--- src/npcm_pkg.sv ---
package npcm_pkg;

   // Palette geometry
   localparam int PALETTE_ENTRIES = 64;
   localparam int INDEX_WIDTH     = $clog2(PALETTE_ENTRIES);
   localparam int COLOR_WIDTH     = 8;
   localparam int ENTRY_WIDTH     = 3 * COLOR_WIDTH;
   localparam int SQUARE_WIDTH    = 2 * COLOR_WIDTH;
   // three squares of 8-bit differences fit in 18 bits
   localparam int DIST_WIDTH      = SQUARE_WIDTH + 2;

   // Request operations
   typedef enum logic [1:0] {
      OP_WRITE = 2'd0,
      OP_BEGIN = 2'd1,
      OP_MAP   = 2'd2,
      OP_NONE  = 2'd3
   } opcode_type;

   // Control register indexes
   localparam int CSR_INDEX_WIDTH = 2;
   localparam logic [CSR_INDEX_WIDTH-1:0] CSR_UNIQUE_MODE    = 2'd0;
   localparam logic [CSR_INDEX_WIDTH-1:0] CSR_BLOCK_BLACKER  = 2'd1;

   // Entries excluded whenever an image begins
   localparam int NUM_EXCLUDED = 8;
   localparam logic [INDEX_WIDTH-1:0] EXCLUDED_ENTRIES [NUM_EXCLUDED] = '{
      6'h0E, 6'h1E, 6'h2E, 6'h3E, 6'h0F, 6'h1F, 6'h2F, 6'h3F
   };
   localparam logic [INDEX_WIDTH-1:0] BLACKER_BLACK_ENTRY = 6'h0D;

   // Tag that travels with an entry through the distance pipeline
   typedef struct packed {
      logic                   valid;
      logic [INDEX_WIDTH-1:0] index;
   } tag_type;

   // Availability mask at the start of an image
   function automatic logic [PALETTE_ENTRIES-1:0] begin_mask(input logic block_blacker);
      logic [PALETTE_ENTRIES-1:0] mask;
      mask = '1;
      for (int i = 0; i < NUM_EXCLUDED; i++) begin
         mask[EXCLUDED_ENTRIES[i]] = 1'b0;
      end
      if (block_blacker) begin
         mask[BLACKER_BLACK_ENTRY] = 1'b0;
      end
      return mask;
   endfunction

endpackage

--- src/npcm_ram.sv ---
module npcm_ram #(
   parameter int WIDTH = 24,
   parameter int DEPTH = 64
) (
   input  logic                     clock,
   input  logic                     wr_en,
   input  logic [$clog2(DEPTH)-1:0] wr_addr,
   input  logic [WIDTH-1:0]         wr_data,
   input  logic                     rd_en,
   input  logic [$clog2(DEPTH)-1:0] rd_addr,
   output logic [WIDTH-1:0]         rd_data
);

   logic [WIDTH-1:0] mem_ff [DEPTH];
   logic [WIDTH-1:0] rd_data_ff;

   // One write port, one registered read port
   always_ff @(posedge clock) begin
      if (wr_en) begin
         mem_ff[wr_addr] <= wr_data;
      end
      if (rd_en) begin
         rd_data_ff <= mem_ff[rd_addr];
      end
   end

   assign rd_data = rd_data_ff;

endmodule

--- src/npcm_dist_unit.sv ---
module npcm_dist_unit (
   input  logic                                 clock,
   input  logic                                 reset,
   input  npcm_pkg::tag_type                    in_tag,
   input  logic [npcm_pkg::ENTRY_WIDTH-1:0]     in_color,
   input  logic [npcm_pkg::ENTRY_WIDTH-1:0]     in_entry,
   output npcm_pkg::tag_type                    out_tag,
   output logic [npcm_pkg::DIST_WIDTH-1:0]      out_dist,
   output logic                                 busy
);
   import npcm_pkg::*;

   // Absolute difference of two components
   function automatic logic [COLOR_WIDTH-1:0] abs_diff(
      input logic [COLOR_WIDTH-1:0] a,
      input logic [COLOR_WIDTH-1:0] b
   );
      return (a > b) ? (a - b) : (b - a);
   endfunction

   logic [COLOR_WIDTH-1:0]  diff_r, diff_g, diff_b;
   logic [SQUARE_WIDTH-1:0] sq_r_in, sq_g_in, sq_b_in;
   logic [SQUARE_WIDTH-1:0] sq_r_ff, sq_g_ff, sq_b_ff;
   logic [DIST_WIDTH-1:0]   dist_in, dist_ff;
   tag_type                 tag_a_ff, tag_b_ff;

   // Stage A: per-component squared difference
   always_comb begin
      diff_r  = abs_diff(in_color[3*COLOR_WIDTH-1:2*COLOR_WIDTH],
                         in_entry[3*COLOR_WIDTH-1:2*COLOR_WIDTH]);
      diff_g  = abs_diff(in_color[2*COLOR_WIDTH-1:COLOR_WIDTH],
                         in_entry[2*COLOR_WIDTH-1:COLOR_WIDTH]);
      diff_b  = abs_diff(in_color[COLOR_WIDTH-1:0], in_entry[COLOR_WIDTH-1:0]);
      sq_r_in = SQUARE_WIDTH'(diff_r) * SQUARE_WIDTH'(diff_r);
      sq_g_in = SQUARE_WIDTH'(diff_g) * SQUARE_WIDTH'(diff_g);
      sq_b_in = SQUARE_WIDTH'(diff_b) * SQUARE_WIDTH'(diff_b);
   end

   // Stage B: sum of the three squares
   assign dist_in = DIST_WIDTH'(sq_r_ff) + DIST_WIDTH'(sq_g_ff) + DIST_WIDTH'(sq_b_ff);

   always_ff @(posedge clock) begin
      if (reset) begin
         tag_a_ff.valid <= 1'b0;
         tag_b_ff.valid <= 1'b0;
      end else begin
         tag_a_ff.valid <= in_tag.valid;
         tag_b_ff.valid <= tag_a_ff.valid;
      end
      tag_a_ff.index <= in_tag.index;
      tag_b_ff.index <= tag_a_ff.index;
      sq_r_ff        <= sq_r_in;
      sq_g_ff        <= sq_g_in;
      sq_b_ff        <= sq_b_in;
      dist_ff        <= dist_in;
   end

   assign out_tag  = tag_b_ff;
   assign out_dist = dist_ff;
   assign busy     = tag_a_ff.valid || tag_b_ff.valid;

endmodule

--- src/nearest_palette_color_mapper_top.sv ---
// Channel  Direction  Handshake            Payload
// req      in         req_valid/req_ready  opcode, entry_index, red, green, blue
// rsp      out        rsp_valid/rsp_ready  color_index
// csr      in         csr_valid/csr_ready  csr_index, csr_data
//
// Map requests read all 64 palette entries through the single RAM read port, one per
// cycle into the distance unit, then wait for the pipeline to drain and hand off the result.
// Write-entry, begin-image and unused opcodes go straight from idle to the done state.
// Reset is synchronous; it sets the availability mask to all ones and the controls to defaults.
// A pending response may sit in the output register while a new request is taken.
// csr writes are always accepted and are meant only while the block is idle.
module nearest_palette_color_mapper_top (
   input  logic                                  clock,
   input  logic                                  reset,
   input  logic                                  req_valid,
   output logic                                  req_ready,
   input  logic [1:0]                            req_opcode,
   input  logic [npcm_pkg::INDEX_WIDTH-1:0]      req_entry_index,
   input  logic [npcm_pkg::COLOR_WIDTH-1:0]      req_red,
   input  logic [npcm_pkg::COLOR_WIDTH-1:0]      req_green,
   input  logic [npcm_pkg::COLOR_WIDTH-1:0]      req_blue,
   output logic                                  rsp_valid,
   input  logic                                  rsp_ready,
   output logic [npcm_pkg::INDEX_WIDTH-1:0]      rsp_color_index,
   input  logic                                  csr_valid,
   output logic                                  csr_ready,
   input  logic [npcm_pkg::CSR_INDEX_WIDTH-1:0]  csr_index,
   input  logic                                  csr_data
);
   import npcm_pkg::*;

   typedef enum logic [1:0] {
      ST_IDLE,
      ST_SCAN,
      ST_DRAIN,
      ST_DONE
   } state_type;

   localparam logic [INDEX_WIDTH-1:0] LAST_ENTRY = INDEX_WIDTH'(PALETTE_ENTRIES - 1);

   state_type                   state_ff, state_in;
   logic [INDEX_WIDTH-1:0]      scan_cnt_ff, scan_cnt_in;
   logic [ENTRY_WIDTH-1:0]      color_ff, color_in;
   tag_type                     p0_tag_ff, p0_tag_in;
   logic [INDEX_WIDTH-1:0]      best_idx_ff, best_idx_in;
   logic [DIST_WIDTH-1:0]       best_dist_ff, best_dist_in;
   logic                        best_found_ff, best_found_in;
   logic [INDEX_WIDTH-1:0]      result_ff, result_in;
   logic                        rsp_valid_ff, rsp_valid_in;
   logic [INDEX_WIDTH-1:0]      rsp_index_ff, rsp_index_in;
   logic [PALETTE_ENTRIES-1:0]  mask_ff, mask_in;
   logic                        unique_ff, unique_in;
   logic                        block_bb_ff, block_bb_in;

   logic                        req_accept;
   logic                        rsp_free;
   logic                        wr_en;
   logic                        rd_en;
   logic [ENTRY_WIDTH-1:0]      req_rgb;
   logic [ENTRY_WIDTH-1:0]      rd_entry;
   tag_type                     dist_tag;
   logic [DIST_WIDTH-1:0]       cand_dist;
   logic                        dist_busy;
   logic                        cand_ok;

   assign req_ready  = (state_ff == ST_IDLE);
   assign req_accept = req_valid && req_ready;
   assign rsp_free   = !rsp_valid_ff || rsp_ready;
   assign csr_ready  = 1'b1;
   assign req_rgb    = {req_red, req_green, req_blue};
   assign wr_en      = req_accept && (opcode_type'(req_opcode) == OP_WRITE);
   assign rd_en      = (state_ff == ST_SCAN);

   // Palette store
   npcm_ram #(
      .WIDTH (ENTRY_WIDTH),
      .DEPTH (PALETTE_ENTRIES)
   ) u_palette (
      .clock   (clock),
      .wr_en   (wr_en),
      .wr_addr (req_entry_index),
      .wr_data (req_rgb),
      .rd_en   (rd_en),
      .rd_addr (scan_cnt_ff),
      .rd_data (rd_entry)
   );

   // Shared distance unit, one entry per cycle
   npcm_dist_unit u_dist (
      .clock    (clock),
      .reset    (reset),
      .in_tag   (p0_tag_ff),
      .in_color (color_ff),
      .in_entry (rd_entry),
      .out_tag  (dist_tag),
      .out_dist (cand_dist),
      .busy     (dist_busy)
   );

   // An available candidate beats the running best; strict less keeps the first on a tie
   assign cand_ok = dist_tag.valid && mask_ff[dist_tag.index] &&
                    (!best_found_ff || (cand_dist < best_dist_ff));

   // Sequencer and next-state logic
   always_comb begin
      state_in      = state_ff;
      scan_cnt_in   = scan_cnt_ff;
      color_in      = color_ff;
      best_idx_in   = best_idx_ff;
      best_dist_in  = best_dist_ff;
      best_found_in = best_found_ff;
      result_in     = result_ff;
      mask_in       = mask_ff;
      unique_in     = unique_ff;
      block_bb_in   = block_bb_ff;
      rsp_valid_in  = rsp_valid_ff && !rsp_ready;
      rsp_index_in  = rsp_index_ff;

      p0_tag_in.valid = (state_ff == ST_SCAN);
      p0_tag_in.index = scan_cnt_ff;

      // running minimum
      if (cand_ok) begin
         best_found_in = 1'b1;
         best_dist_in  = cand_dist;
         best_idx_in   = dist_tag.index;
      end

      case (state_ff)
         ST_IDLE: begin
            if (req_accept) begin
               result_in = '0;
               state_in  = ST_DONE;
               case (opcode_type'(req_opcode))
                  OP_BEGIN: begin
                     mask_in = begin_mask(block_bb_ff);
                  end
                  OP_MAP: begin
                     color_in      = req_rgb;
                     scan_cnt_in   = '0;
                     best_found_in = 1'b0;
                     best_idx_in   = '0;
                     state_in      = ST_SCAN;
                  end
                  default: begin
                  end
               endcase
            end
         end
         ST_SCAN: begin
            scan_cnt_in = scan_cnt_ff + 1'b1;
            if (scan_cnt_ff == LAST_ENTRY) begin
               state_in = ST_DRAIN;
            end
         end
         ST_DRAIN: begin
            if (!p0_tag_ff.valid && !dist_busy) begin
               result_in = best_idx_ff;
               if (unique_ff) begin
                  mask_in[best_idx_ff] = 1'b0;
               end
               state_in = ST_DONE;
            end
         end
         ST_DONE: begin
            if (rsp_free) begin
               rsp_valid_in = 1'b1;
               rsp_index_in = result_ff;
               state_in     = ST_IDLE;
            end
         end
         default: begin
            state_in = ST_IDLE;
         end
      endcase

      // control registers
      if (csr_valid) begin
         case (csr_index)
            CSR_UNIQUE_MODE:   unique_in   = csr_data;
            CSR_BLOCK_BLACKER: block_bb_in = csr_data;
            default: begin
            end
         endcase
      end
   end

   always_ff @(posedge clock) begin
      if (reset) begin
         state_ff        <= ST_IDLE;
         p0_tag_ff.valid <= 1'b0;
         best_found_ff   <= 1'b0;
         rsp_valid_ff    <= 1'b0;
         mask_ff         <= '1;
         unique_ff       <= 1'b0;
         block_bb_ff     <= 1'b1;
      end else begin
         state_ff        <= state_in;
         p0_tag_ff.valid <= p0_tag_in.valid;
         best_found_ff   <= best_found_in;
         rsp_valid_ff    <= rsp_valid_in;
         mask_ff         <= mask_in;
         unique_ff       <= unique_in;
         block_bb_ff     <= block_bb_in;
      end
      p0_tag_ff.index <= p0_tag_in.index;
      scan_cnt_ff     <= scan_cnt_in;
      color_ff        <= color_in;
      best_idx_ff     <= best_idx_in;
      best_dist_ff    <= best_dist_in;
      result_ff       <= result_in;
      rsp_index_ff    <= rsp_index_in;
   end

   assign rsp_valid       = rsp_valid_ff;
   assign rsp_color_index = rsp_index_ff;

endmodule

--- config.mk ---
export PLATFORM = sky130hd
export DESIGN_NAME = nearest_palette_color_mapper_top
export DESIGN_NICKNAME = d
export VERILOG_FILES = /design/src/npcm_pkg.sv /design/src/npcm_ram.sv /design/src/npcm_dist_unit.sv /design/src/nearest_palette_color_mapper_top.sv
export SDC_FILE = /design/constraint.sdc
export NUM_CORES = 2
export LEC_CHECK = 0
export ABC_AREA = 0
export ABC_CLOCK_PERIOD_IN_PS = 7700
export BUFFER_PORTS_ARGS = -buffer_cell sky130_fd_sc_hd__buf_2
export CELL_PAD_IN_SITES_DETAIL_PLACEMENT = 2
export CELL_PAD_IN_SITES_GLOBAL_PLACEMENT = 2
export CORE_MARGIN = 4
export CORE_UTILIZATION = 50
export CTS_CLUSTER_DIAMETER = 150
export CTS_CLUSTER_SIZE = 30
export DETAILED_ROUTE_END_ITERATION = 16
export GPL_TIMING_DRIVEN = 0
export PLACE_DENSITY = 0.82
export SKIP_LAST_GASP = 1
export SLEW_MARGIN = 40
export SYNTH_ARGS = -nofsm -noshare
export SYNTH_HDL_FRONTEND = slang
export SYNTH_SLANG_ARGS = --single-unit
--- constraint.sdc ---
create_clock -name clock -period 7.7 [get_ports clock]
set_clock_uncertainty 0.05 [all_clocks]
set_input_delay 1.54 -clock clock [delete_from_list [all_inputs] [get_ports clock]]
set_output_delay 1.54 -clock clock [all_outputs]
set_load 0.01 [all_outputs]
==> results of run 1 <==
-- through the flow --
| step | instances | area, um^2 |
|---|---|---|
| 2_1_floorplan | 3884 | 74400 |
| 3_3_place_gp | 5857 | 77100 |
-- synthesized netlist by cell type, drive strengths merged (7+ instances only) --
master	n
xor2	27
dfxtp	160
nand2b	23
o21ai	92
fa	82
o211ai	14
buf	53
o41ai	8
a21oi	56
nor3	34
edfxtp	1620
and2	10
or2	18
mux2i	22
nand3	32
mux4	522
nand2	122
nor2	222
ha	187
clkbuf	112
nand4	9
a211oi	14
a21o	26
xnor2	64
a31oi	7
o21a	12
inv	221
nor2b	25
nand3b	10
and3	9
-- kinds of logic after synthesis --
kind of cell	after synthesis	synth area share
XOR/XNOR	91	0.0108
multiplexers	549	0.162
AO/OA/AOI/OAI	277	0.0239
flip-flops	1780	0.697
adder cells (fa/ha/maj)	269	0.0535
other	1	0.0000504
AND/OR/NAND/NOR	531	0.0329
buffers and inverters	386	0.0206
==> metrics.txt, run 1 <==
Synth async-reset ratio 0; synthesized area per cell 19.2 um^2; post-synth cell types 79; Syn Std Cell Area 74400 um^2; IO Count 49; Fail Step detailed placement (3_5_place_dp); status aborted with a tool error; Die Height 394 um; ys flop type edfxtp_1; top cells by area, synth edfxtp_1 65%, mux4_2 16%, dfxtp_1 4.3%; Syn. warnings 0; Buffers on Ports 43; initial core utilization 0.504; HPWL after DPL 183000 um; num rows 141; Syn Nets 4193; Die Wd 394 um; Seq/Total Area, Yosys 0.697; share of the synthesized area in the top cell type 0.654; Synth area leader edfxtp_1; tool error [ERROR DPL-0033] detailed placement checks failed during check placement.; gpl congestion 0.808; Post-synth EDFFs 1620; Gate Count Post-Synth 3884; #FFs+latches synth 1780
==> run 2, diff against run 1 <==
--- a/config.mk
+++ b/config.mk
@@ -8,15 +8,11 @@
 export ABC_AREA = 0
 export ABC_CLOCK_PERIOD_IN_PS = 7700
 export BUFFER_PORTS_ARGS = -buffer_cell sky130_fd_sc_hd__buf_2
-export CELL_PAD_IN_SITES_DETAIL_PLACEMENT = 2
-export CELL_PAD_IN_SITES_GLOBAL_PLACEMENT = 2
 export CORE_MARGIN = 4
-export CORE_UTILIZATION = 50
-export CTS_CLUSTER_DIAMETER = 150
-export CTS_CLUSTER_SIZE = 30
+export CORE_UTILIZATION = 40
 export DETAILED_ROUTE_END_ITERATION = 16
 export GPL_TIMING_DRIVEN = 0
-export PLACE_DENSITY = 0.82
+export PLACE_DENSITY_LB_ADDON = 0.15
 export SKIP_LAST_GASP = 1
 export SLEW_MARGIN = 40
 export SYNTH_ARGS = -nofsm -noshare
==> run 2 against run 1 <==
Effect of this change:
- the flow now finishes without violations
- synthesized cell count did not move
- area after synthesis did not move
==> metrics.txt, run 2 <==
number of buffers added by the clock tree synthesis step 184; initial core utilization 0.402 (-0.102); post-synthesis adder-cell area fraction 0.0535 (unchanged); cts repair resizes 0; period utilisation layout 0.917; num rows 158 (+12%); Post-Layout Cell Count 6860; drt wl/cell 28.2 um; drt pass-1 iters 5; post-synth cell types 79 (unchanged); slowest stage delay, CP 0.54 ns; placed cell count 6506; Buffers on Ports 43 (unchanged); Slew @ Worst Pin 0.865 ns; layout cell share with drive strength beyond 1 0.265; clock transition at the registers of the reported paths 0.06 ns; Clock Sink Count 1780; CTS hold repair buffers 0; Min-Delay Endpoint u_dist.out_tag[4]$_DFF_P_; post-synthesis simple-gate area fraction 0.0329 (unchanged); share of the synthesized area in the top cell type 0.654 (unchanged); Hold Path Origin u_dist.tag_a_ff[4]$_DFF_P_; Remaining Overflow, GRT 0; worst-skew pair later-pin latency 0.82 ns; largest register by flop count u_palette.mem_ff; worst-path maximum fanout 10; area grow syn2layout 16.5%; antenna violations before repair 24; Synth area leader edfxtp_1; Crit. Startpoint color_ff[8]$_DFFE_PP_; Synth Area in XOR/XNOR 0.0108 (unchanged); max FFs per register 1536; fillers 15500; number of H-tree levels 4; Worst slew margin 0.422; first-pass GRT wire length 280000 um; Setup TNS Final 0 ns; synthesized area per cell 19.2 um^2 (unchanged); Max Cap Viol 0; Worst R2R Path Depth 27; post-CTS setup buffers 0; Detail Route Antenna Nets 0; Die Wd 439 um (+12%); HPWL after DPL 132000 um (-28%); Synth top cells by count 1620 x edfxtp_1, 522 x mux4_2, 221 x inv_1, 221 x nor2_1, 187 x ha_1; f_max 142 MHz; endpoints failing setup 0; RSZ-0062 raised after global routing false; Util after Layout 0.468; deepest clock path buffer count 3; Crit path max-delay family adder cells; FF-to-FF End u_dist.sq_g_ff[15]$_DFF_P_; Core Region 185000 um^2; Worst path most repeated cell inv_1; Root Driver clkbuf_16; Largest regs u_palette.mem_ff: 1536 flops, mask_ff: 64 flops; most common cell after layout, fill and taps aside edfxtp_1; final hold viol count 0; post-synthesis mux area share 0.162 (unchanged); Die Height 439 um (+12%); Seq/Total Area, Yosys 0.697 (unchanged); Req. time, crit path 8.30 ns; crit path capture type register; CTS tree done; gpl congestion 0.813 (+0.64%); #FFs+latches synth 1780 (unchanged); IO Count 49 (unchanged); pin count of the biggest net entering global routing 66; Syn. warnings 0 (unchanged); most frequent cell after synthesis edfxtp_1; WS Path Type register to register; top layer in use met5; via count 37400; CP Buf/Inv Count 6; gr usage total 0.203; DRT iter0 DRCs 3825; Arrival @ worst endpoint 7.66 ns; HP Class register to register; Min-Delay Path Depth 0; top cells by area, synth edfxtp_1 65%, mux4_2 16%, dfxtp_1 4.3%; most frequent cells in the layout 1620 x edfxtp_1, 522 x mux4_2, 220 x inv_1; Gate Count Post-Synth 3884 (unchanged); ys flop type edfxtp_1; Synth async-reset ratio 0 (unchanged); nature of the critical path startpoint register; Post-synth EDFFs 1620 (unchanged); drc violations 0; met2 WL post-DR 95500 um; max-slew violation count 0; die area 193000 um^2; status finished clean; vias per cell 5.45; post-synthesis compound-gate area fraction 0.0239 (unchanged); met3 wire length 12000 um; Syn Nets 4193 (unchanged); reg-to-reg slack, setup 0.64 ns; nets 4529; Crit-path slowest cell fa_1; combinational family with the most area after synthesis multiplexers; Met1 Routed Length 81400 um; Final min period 7.06 ns; Syn Std Cell Area 74400 um^2 (unchanged); worst flop-to-flop path startpoint color_ff[8]$_DFFE_PP_; Post-Route WL 193000 um; vias in the first global route 38100
==> run 2: cell counts after synthesis <==
Identical to the previous run, type by type.
==> run 2: layout make-up <==
type | count | area [um^2] | share of cell area
multi-input combinational | 1718 | 21600 | 0.249
buffer | 165 | 823 | 0.00949
tap | 2480 | 3100 | 0.0358
inverter | 221 | 832 | 0.00959
clock buffer | 242 | 4960 | 0.0572
antenna | 11 | 27.5 | 0.000317
clock inverter | 93 | 920 | 0.0106
timing repair buffer | 150 | 2620 | 0.0302
sequential | 1780 | 51800 | 0.598
==> run 2: worst max path at each step <==
stage | to | slack [ns] | depth (start not counted)
6_report | u_dist.sq_g_ff[15]$_DFF_P_ | 0.64 | 27
5_1_grt | u_dist.sq_r_ff[15]$_DFF_P_ | 0.09 | 29
4_1_cts | u_dist.sq_g_ff[15]$_DFF_P_ | 0.56 | 26
3_5_place_dp | u_dist.sq_g_ff[15]$_DFF_P_ | 0.63 | 26
3_3_place_gp | u_dist.sq_g_ff[15]$_DFF_P_ | 0.61 | 26
2_1_floorplan | u_dist.sq_g_ff[15]$_DFF_P_ | 1.42 | 26
==> run 2: logic make-up (layout without fill, tap and decap cells) <==
| kind of cell | Yosys count | after routing |
|---|---|---|
| compound gates | 277 | 277 |
| xor+xnor | 91 | 91 |
| fa+ha+maj | 269 | 269 |
| buf+inv | 386 | 871 |
| flops | 1780 | 1780 |
| mux | 549 | 549 |
| other cells | 1 | 12 |
| simple gates | 531 | 531 |
==> run 2: metal layers <==
layer | up-vias | track usage
li1 | 16200 | -
met1 | 19800 | 0.282
met2 | 1119 | 0.334
met3 | 256 | 0.0335
met4 | 10 | 0.0504
met5 | - | 0
==> run 2: worst reg2reg max path: stages (launching register included) <==
cell	delay, ns
edfxtp_1	0.38
inv_1	0.07
ha_1	0.17
inv_1	0.05
fa_1	0.42
a211oi_1	0.30
o21ai_1	0.26
a211oi_1	0.41
nor3_2	0.12
a311oi_1	0.30
nand3_1	0.38
inv_1	0.24
nand2_1	0.10
fa_1	0.54
inv_1	0.07
fa_1	0.54
inv_1	0.05
fa_1	0.45
fa_1	0.50
inv_1	0.04
ha_1	0.32
or2_2	0.32
nand4_1	0.10
nand3_1	0.09
o21ai_0	0.16
nand2b_1	0.08
a21oi_1	0.17
xor2_1	0.24
==> run 2: stage by stage <==
step	worst slack (ns)	hold slack (ns)	cell area [um^2]
3_5_place_dp	0.626	0.262	80700
3_3_place_gp	0.609	0.263	77800
4_1_cts	0.556	0.276	86600
6_report	0.636	0.276	86800
2_1_floorplan	1.42	0.260	74400
5_1_grt	0.0940	0.283	86700
Power of run 2 is not shown: default switching activity piles up to over one toggle a cycle in this logic, so the estimate is an artifact.
